$ cat src/design/epi_pkg.sv
// Shared types and codes for the envelope point interpolator.
package epi_pkg;

   localparam logic [1:0] ACT_TICK    = 2'd0;
   localparam logic [1:0] ACT_WRITE   = 2'd1;
   localparam logic [1:0] ACT_RESTART = 2'd2;

   localparam logic [1:0] CSR_NODES_USED      = 2'd0;
   localparam logic [1:0] CSR_SUSTAIN_ENABLE  = 2'd1;
   localparam logic [1:0] CSR_LOOP_START_NODE = 2'd2;
   localparam logic [1:0] CSR_LOOP_END_TICK   = 2'd3;

   localparam int INDEX_LIMIT = 16;

   typedef struct packed {
      logic [15:0]        start_tick;
      logic [7:0]         level;
      logic signed [16:0] slope;
   } node_entry_type;

   typedef struct packed {
      logic [4:0]  nodes_used;
      logic        sustain_enable;
      logic [3:0]  loop_start_node;
      logic [15:0] loop_end_tick;
   } cfg_type;

   typedef struct packed {
      logic [3:0] loop_addr;
      logic [3:0] next_addr;
   } tick_addr_type;

   typedef struct packed {
      logic [15:0] loop_tick;
      logic [15:0] next_tick;
   } tick_read_type;

endpackage

$ cat src/design/epi_node_table.sv
// Node table register file with one entry read port and two start-tick read ports.
module epi_node_table
   import epi_pkg::*;
#(
   parameter int DEPTH = 16
) (
   input  logic           clock,
   input  logic           write_enable,
   input  logic [3:0]     write_index,
   input  node_entry_type write_entry,
   input  logic [3:0]     node_addr,
   input  tick_addr_type  tick_addr,
   output node_entry_type node_entry,
   output tick_read_type  tick_read
);

   localparam int AW = (DEPTH > 1) ? $clog2(DEPTH) : 1;

   node_entry_type entry_ff [DEPTH];

   function automatic logic in_range(input logic [3:0] idx);
      in_range = {1'b0, idx} < 5'(DEPTH);
   endfunction

   always_ff @(posedge clock) begin
      if (write_enable && in_range(write_index)) begin
         entry_ff[write_index[AW-1:0]] <= write_entry;
      end
   end

   always_comb begin
      node_entry = '0;
      tick_read  = '0;
      if (in_range(node_addr)) begin
         node_entry = entry_ff[node_addr[AW-1:0]];
      end
      if (in_range(tick_addr.loop_addr)) begin
         tick_read.loop_tick = entry_ff[tick_addr.loop_addr[AW-1:0]].start_tick;
      end
      if (in_range(tick_addr.next_addr)) begin
         tick_read.next_tick = entry_ff[tick_addr.next_addr[AW-1:0]].start_tick;
      end
   end

endmodule

$ cat src/design/epi_sampler.sv
// Linear interpolation of one node segment, scaling and clamping to ten bits.
module epi_sampler
   import epi_pkg::*;
(
   input  logic [15:0]    tick,
   input  node_entry_type entry,
   output logic [9:0]     envelope_value
);

   logic signed [16:0] diff;
   logic signed [33:0] product;
   logic signed [24:0] shifted;
   logic signed [25:0] total;

   assign diff    = $signed({1'b0, tick}) - $signed({1'b0, entry.start_tick});
   assign product = entry.slope * diff;
   assign shifted = product[33:9];
   assign total   = {shifted[24], shifted} + $signed({18'd0, entry.level});

   always_comb begin
      if (total[25]) begin
         envelope_value = '0;
      end else if (total > 26'sd255) begin
         envelope_value = '1;
      end else begin
         envelope_value = {total[7:0], 2'b00};
      end
   end

endmodule

$ cat src/design/epi_position.sv
// Envelope position state: tick advance, sustain loop wrap and node stepping.
module epi_position
   import epi_pkg::*;
#(
   parameter int DEPTH = 16
) (
   input  logic          clock,
   input  logic          reset,
   input  logic          advance,
   input  logic          restart,
   input  logic          held,
   input  cfg_type       cfg,
   input  tick_read_type tick_read,
   output tick_addr_type tick_addr,
   output logic [3:0]    node,
   output logic [15:0]   tick
);

   logic [3:0]  node_ff, node_in;
   logic [15:0] tick_ff, tick_in;
   logic [3:0]  last_node;
   logic [3:0]  loop_node;
   logic [15:0] tick_inc;
   logic        jump;
   logic [3:0]  node_j;
   logic [15:0] tick_j;
   logic        step;

   always_comb begin
      if (cfg.nodes_used == 5'd0) begin
         last_node = 4'd0;
      end else if (cfg.nodes_used > 5'(DEPTH)) begin
         last_node = 4'(DEPTH - 1);
      end else begin
         last_node = 4'(cfg.nodes_used - 5'd1);
      end
   end

   assign loop_node = (cfg.loop_start_node > last_node) ? last_node : cfg.loop_start_node;
   assign tick_inc  = (tick_ff != 16'hFFFF) ? tick_ff + 16'd1 : tick_ff;
   assign jump      = cfg.sustain_enable && held && (tick_inc >= cfg.loop_end_tick);
   assign node_j    = jump ? loop_node : node_ff;
   assign tick_j    = jump ? tick_read.loop_tick : tick_inc;

   assign tick_addr.loop_addr = loop_node;
   assign tick_addr.next_addr = node_j + 4'd1;

   assign step = (node_j < last_node) && (tick_j >= tick_read.next_tick);

   always_comb begin
      node_in = node_ff;
      tick_in = tick_ff;
      if (restart) begin
         node_in = '0;
         tick_in = '0;
      end else if (advance) begin
         node_in = step ? node_j + 4'd1 : node_j;
         tick_in = tick_j;
      end
   end

   always_ff @(posedge clock) begin
      if (reset) begin
         node_ff <= '0;
         tick_ff <= '0;
      end else begin
         node_ff <= node_in;
         tick_ff <= tick_in;
      end
   end

   assign node = node_ff;
   assign tick = tick_ff;

endmodule

$ cat src/design/envelope_point_interpolator.sv
// Top level of the envelope point interpolator: request stage, table, position and result.
//
//   Channel   Handshake          Payload
//   req       req_valid/ready    action, sustain_held, node_index, node_start_tick,
//                                node_level, node_slope
//   rsp       rsp_valid/ready    envelope_value, node_position (tick requests only)
//   csr       csr_write_enable   csr_index, csr_write_data
//
// A request is registered on acceptance and processed once it can fire; a tick result is
// then registered in the result stage. One request per cycle while no result is held back;
// each request makes a single pass through the slope multiplier and position update.
// Reset clears the position and both handshake stages and sets nodes_used to one in the configuration.
// A tick request waits in the request stage while a result is held back by rsp_ready.
module envelope_point_interpolator
   import epi_pkg::*;
#(
   parameter int MAX_NODES = 16
) (
   input  logic               clock,
   input  logic               reset,
   input  logic               req_valid,
   output logic               req_ready,
   input  logic [1:0]         req_action,
   input  logic               req_sustain_held,
   input  logic [3:0]         req_node_index,
   input  logic [15:0]        req_node_start_tick,
   input  logic [7:0]         req_node_level,
   input  logic signed [16:0] req_node_slope,
   output logic               rsp_valid,
   input  logic               rsp_ready,
   output logic [9:0]         rsp_envelope_value,
   output logic [3:0]         rsp_node_position,
   input  logic               csr_write_enable,
   input  logic [1:0]         csr_index,
   input  logic [15:0]        csr_write_data
);

   localparam int TABLE_DEPTH = (MAX_NODES > INDEX_LIMIT) ? INDEX_LIMIT : MAX_NODES;

   cfg_type cfg_ff, cfg_in;

   logic               in_valid_ff, in_valid_in;
   logic [1:0]         in_action_ff;
   logic               in_held_ff;
   logic [3:0]         in_index_ff;
   node_entry_type     in_entry_ff;

   logic               rsp_valid_ff, rsp_valid_in;
   logic [9:0]         rsp_value_ff;
   logic [3:0]         rsp_node_ff;

   logic               is_tick;
   logic               fire;
   logic               take;
   node_entry_type     node_entry;
   tick_addr_type      tick_addr;
   tick_read_type      tick_read;
   logic [3:0]         position_node;
   logic [15:0]        position_tick;
   logic [9:0]         sample_value;

   always_comb begin
      cfg_in = cfg_ff;
      if (csr_write_enable) begin
         unique case (csr_index)
            CSR_NODES_USED:      cfg_in.nodes_used      = csr_write_data[4:0];
            CSR_SUSTAIN_ENABLE:  cfg_in.sustain_enable  = csr_write_data[0];
            CSR_LOOP_START_NODE: cfg_in.loop_start_node = csr_write_data[3:0];
            CSR_LOOP_END_TICK:   cfg_in.loop_end_tick   = csr_write_data;
            default:             cfg_in = cfg_ff;
         endcase
      end
   end

   always_ff @(posedge clock) begin
      if (reset) begin
         cfg_ff.nodes_used      <= 5'd1;
         cfg_ff.sustain_enable  <= 1'b0;
         cfg_ff.loop_start_node <= '0;
         cfg_ff.loop_end_tick   <= '0;
      end else begin
         cfg_ff <= cfg_in;
      end
   end

   assign is_tick   = in_action_ff == ACT_TICK;
   assign fire      = in_valid_ff && (!is_tick || !rsp_valid_ff || rsp_ready);
   assign req_ready = !in_valid_ff || fire;
   assign take      = req_valid && req_ready;

   assign in_valid_in  = take || (in_valid_ff && !fire);
   assign rsp_valid_in = (fire && is_tick) || (rsp_valid_ff && !rsp_ready);

   always_ff @(posedge clock) begin
      if (reset) begin
         in_valid_ff  <= 1'b0;
         rsp_valid_ff <= 1'b0;
      end else begin
         in_valid_ff  <= in_valid_in;
         rsp_valid_ff <= rsp_valid_in;
      end
   end

   always_ff @(posedge clock) begin
      if (take) begin
         in_action_ff           <= req_action;
         in_held_ff             <= req_sustain_held;
         in_index_ff            <= req_node_index;
         in_entry_ff.start_tick <= req_node_start_tick;
         in_entry_ff.level      <= req_node_level;
         in_entry_ff.slope      <= req_node_slope;
      end
      if (fire && is_tick) begin
         rsp_value_ff <= sample_value;
         rsp_node_ff  <= position_node;
      end
   end

   epi_node_table #(
      .DEPTH(TABLE_DEPTH)
   ) u_table (
      .clock       (clock),
      .write_enable(fire && (in_action_ff == ACT_WRITE)),
      .write_index (in_index_ff),
      .write_entry (in_entry_ff),
      .node_addr   (position_node),
      .tick_addr   (tick_addr),
      .node_entry  (node_entry),
      .tick_read   (tick_read)
   );

   epi_position #(
      .DEPTH(TABLE_DEPTH)
   ) u_position (
      .clock    (clock),
      .reset    (reset),
      .advance  (fire && is_tick),
      .restart  (fire && (in_action_ff == ACT_RESTART)),
      .held     (in_held_ff),
      .cfg      (cfg_ff),
      .tick_read(tick_read),
      .tick_addr(tick_addr),
      .node     (position_node),
      .tick     (position_tick)
   );

   epi_sampler u_sampler (
      .tick          (position_tick),
      .entry         (node_entry),
      .envelope_value(sample_value)
   );

   assign rsp_valid          = rsp_valid_ff;
   assign rsp_envelope_value = rsp_value_ff;
   assign rsp_node_position  = rsp_node_ff;

endmodule

$ cat config.mk
export PLATFORM = sky130hd
export DESIGN_NAME = envelope_point_interpolator
export DESIGN_NICKNAME = d
export VERILOG_FILES = /design/src/design/epi_pkg.sv /design/src/design/epi_node_table.sv /design/src/design/epi_sampler.sv /design/src/design/epi_position.sv /design/src/design/envelope_point_interpolator.sv
export SDC_FILE = /design/constraint.sdc
export NUM_CORES = 2
export LEC_CHECK = 0
export BUFFER_PORTS_ARGS = -buffer_cell sky130_fd_sc_hd__buf_2
export CAP_MARGIN = 5
export CORE_MARGIN = 8
export CORE_UTILIZATION = 25
export DETAILED_ROUTE_END_ITERATION = 8
export PLACE_DENSITY_LB_ADDON = 0.2
export SETUP_SLACK_MARGIN = 0.1
export SYNTH_ARGS = -nofsm -noshare
export SYNTH_HDL_FRONTEND = slang
export SYNTH_HIERARCHICAL = 1
export SYNTH_SLANG_ARGS = --single-unit
export TNS_END_PERCENT = 1
$ cat constraint.sdc
create_clock -name clock -period 25.4 [get_ports clock]
set_input_delay 5.08 -clock clock [delete_from_list [all_inputs] [get_ports clock]]
set_output_delay 5.08 -clock clock [all_outputs]
set_load 0.02 [all_outputs]
==> flow_metrics.py <==
metrics = {
    "setup_path": {
        "max_stage_delay_ps": 800,
        "crit_top_cell": "sky130_fd_sc_hd__fa_1",
        "path_max_fanout": 39,
        "category_of_the_worst_setup_path_capture_point": "flip-flop",
        "path_class": "reg -> reg",
        "worst_path_required_time_ps": 25820,
        "worstPathArrival_ps": 13880,
        "slowest_stage": "sky130_fd_sc_hd__buf_4",
        "critical_path.startpoint_type": "flip-flop",
    },
    "sta": {
        "finalWorstPathRequiredPeriod_ps": 13470,
        "whs_ps": 480,
        "clock-skew-final_ps": 42.5,
        "worst_slew_pin_slew_ps": 1170,
        "finalSetupViolCount": 0,
        "rsz0062_at_grt": "no",
        "fmax_ghz": 0.0743,
        "setup-tns-final_ps": 0,
        "worst_slack_ps": 11930,
        "period_share_pct": 53.0,
        "hold_viol": 0,
        "slew_viol_final": 0,
        "slew-limit-headroom_pct": 21.6,
    },
    "clocking": {
        "cts.clk_slew.worst_paths_ps": 60,
        "cts_inserted_buffers": 84,
        "ctsHoldBuffers": 0,
        "clkSinkCount": 766,
        "cts_post_setup_buffers_inserted": 0,
        "post_cts.resized_instances": 0,
        "h-tree-depth": 3,
        "cts_root_buf": "sky130_fd_sc_hd__clkbuf_16",
        "clk_latency_ps": 700,
        "tritoncts": "yes",
        "clk_path_buf_depth": 3,
    },
    "placed_design": {
        "placedInstanceArea_um2": 51000,
        "dp_hpwl_um": 89200,
        "pre_cts_slack_ps": 11810,
        "numPortBuffers": 86,
        "place.gp.congestion": 0.787,
        "dp.cells": 5891,
    },
    "route": {
        "drt_iter0_markers": 1822,
        "first_pass_iters": 5,
        "routed_wl_um": 141000,
        "routedWlPerCell_um": 23.3,
        "drt-vias-per-instance": 4.75,
        "via_count": 28679,
        "route.antenna.remaining_nets": 0,
        "number_of_drc_violations_after_detailed_routing": 0,
    },
    "cells_and_area": {
        "finish.instance_area_um2": 53600,
        "fillerInstances": 19336,
        "finish.net_count": 3982,
        "mostFrequentLayoutCells": "sky130_fd_sc_hd__edfxtp_1, sky130_fd_sc_hd__inv_1, sky130_fd_sc_hd__nand2_1",
        "layout_commonest_cell": "sky130_fd_sc_hd__edfxtp_1",
        "layoutNonFillerInstCount": 6040,
        "multi_input_comb_area_um2": 22900,
        "final_util_pct": 28.3,
        "layout-area-overhead-vs-synth_pct": 12.9,
        "final_layout_size_suffix_gt1_share_pct": 19.1,
        "seqCellArea_um2": 22500,
    },
    "floorplanning": {
        "die-width_um": 452,
        "dieHeight_um": 452,
        "die_area_um2": 204000,
        "std_cell_rows": 160,
        "top_level_ports": 87,
        "floorplan.core_area_um2": 189000,
        "initial_utilization_pct": 25.0,
    },
    "global_route": {
        "grt_antenna_before_repair": 3,
        "grt_start_max_net_pins": 113,
        "grt_first_pass_wirelength_um": 210000,
        "grt.overflow.total": 0,
        "grt_usage_pct": 13.7,
        "number_of_global_route_vias_before_repair": 30688,
    },
    "logic_synthesis": {
        "syn_area_um2": 47400,
        "synthFlopType": "sky130_fd_sc_hd__edfxtp_1",
        "yosys_warnings": 6,
        "synth_top_cells_by_area": "sky130_fd_sc_hd__edfxtp_1, sky130_fd_sc_hd__mux4_2, sky130_fd_sc_hd__fa_1, sky130_fd_sc_hd__ha_1, sky130_fd_sc_hd__inv_1",
        "synth_area_per_cell_um2": 13.9,
        "synth_top_area_share_pct": 45.5,
        "post-synth-top-area-cell": "sky130_fd_sc_hd__edfxtp_1",
        "ys_ff_latch": 766,
        "count_of_flip_flops_with_a_built_in_enable_after_synthesis": 718,
        "synth_async_sr_flop_share_pct": 0,
        "syn_nets": 3929,
        "yosysSeqAreaShare_pct": 47.5,
        "synth_cell_types": 90,
        "synth_cells": 3413,
    },
    "power_and_ir_drop": {
        "total_power_mw": 5.59,
        "ir_drop_mv": 0.149,
        "pwr_density_cell_nw_per_um2": 104,
        "p_leak_nw": 19.2,
    },
    "outcome": {
        "outcome": "finished clean",
    },
    "run": {
        "max-cap-violations": 0,
    },
    "worst_hold_path": {
        "hold_class": "reg -> reg",
    },
}
-- report_power, final --
part	switching (mW)	leakage (nW)	internal [mW]
Sequential	0.0220	6.89	1.44
Combinational	1.76	11.0	1.20
Clock	0.522	1.26	0.646
Total	2.30	19.2	3.29
-- kinds of logic (layout without fill, tap and decap cells) --
logic type | after synthesis | count (layout) | share of synthesized area (%)
flops | 766 | 766 | 47.5
other cells | 0 | 1 | 0
fa+ha+maj | 447 | 447 | 16.5
compound gates | 447 | 447 | 6.85
mux | 358 | 358 | 15.3
buf+inv | 572 | 687 | 4.81
simple gates | 770 | 770 | 8.07
xor+xnor | 53 | 53 | 0.979
-- critical path: cells and delay by family (launching register included) --
family / cells / cell delay, ps
compound gates: 17 / 4830
fa+ha+maj: 9 / 3940
buf+inv: 4 / 1690
flops: 1 / 710
mux: 2 / 970
simple gates: 6 / 960
-- flip-flops by register name (all words and copies together), names as in the netlist --
name / flops
u_position/node: 4
u_table/entry_ff: 656
in_action_ff: 2
in_entry_ff: 41
rsp_valid: 1
in_valid_ff: 1
rsp_envelope_value: 10
in_index_ff: 4
rsp_node_position: 4
u_position/tick: 16
cfg_ff: 26
in_held_ff: 1
-- Yosys cell counts, types with 24 or more instances --
master                     count
sky130_fd_sc_hd__edfxtp_1    718
sky130_fd_sc_hd__inv_1       374
sky130_fd_sc_hd__nand2_1     318
sky130_fd_sc_hd__fa_1        298
sky130_fd_sc_hd__mux4_2      292
sky130_fd_sc_hd__a22oi_1     147
sky130_fd_sc_hd__ha_1        147
sky130_fd_sc_hd__clkbuf_1    126
sky130_fd_sc_hd__nor2_1      102
sky130_fd_sc_hd__and2_1       74
sky130_fd_sc_hd__nor2b_1      62
sky130_fd_sc_hd__o21ai_0      62
sky130_fd_sc_hd__a21oi_1      56
sky130_fd_sc_hd__dfxtp_1      48
sky130_fd_sc_hd__nand2b_1     47
sky130_fd_sc_hd__mux2i_1      44
sky130_fd_sc_hd__xnor2_1      31
sky130_fd_sc_hd__nand3_1      30
sky130_fd_sc_hd__nor3_1       27
sky130_fd_sc_hd__buf_1        24
-- metal layers --
layer  share of wire, %  vias up  global-route usage (%)
met5              0.022        -                       0
li1                   -    12670                       -
met4                2.1        4                    3.29
met2                 51      563                    24.2
met1                 43    15271                    17.9
met3                3.8      171                    1.71
-- path summary, 6_finish.rpt --
path | startpoint | endpoint | slack (ps) | cells after the start
max | u_position/node[0] | rsp_envelope_value[4] | 11930 | 38
min | cfg_ff[3] | cfg_ff[3] | 480 | 2
max reg2reg | u_position/node[0] | rsp_envelope_value[4] | 11930 | 38
min reg2reg | cfg_ff[3] | cfg_ff[3] | 480 | 2
-- final cells by class --
class	count	area share [%]
Timing Repair Buffer	164	1.92
Antenna cell	1	0.00467
Multi-Input combinational cell	2075	42.7
Clock inverter	42	0.661
Clock buffer	106	4.16
Inverter	375	2.63
Sequential cell	766	42.1
Tap cell	2511	5.87
Power figures use the tool's default switching activity.
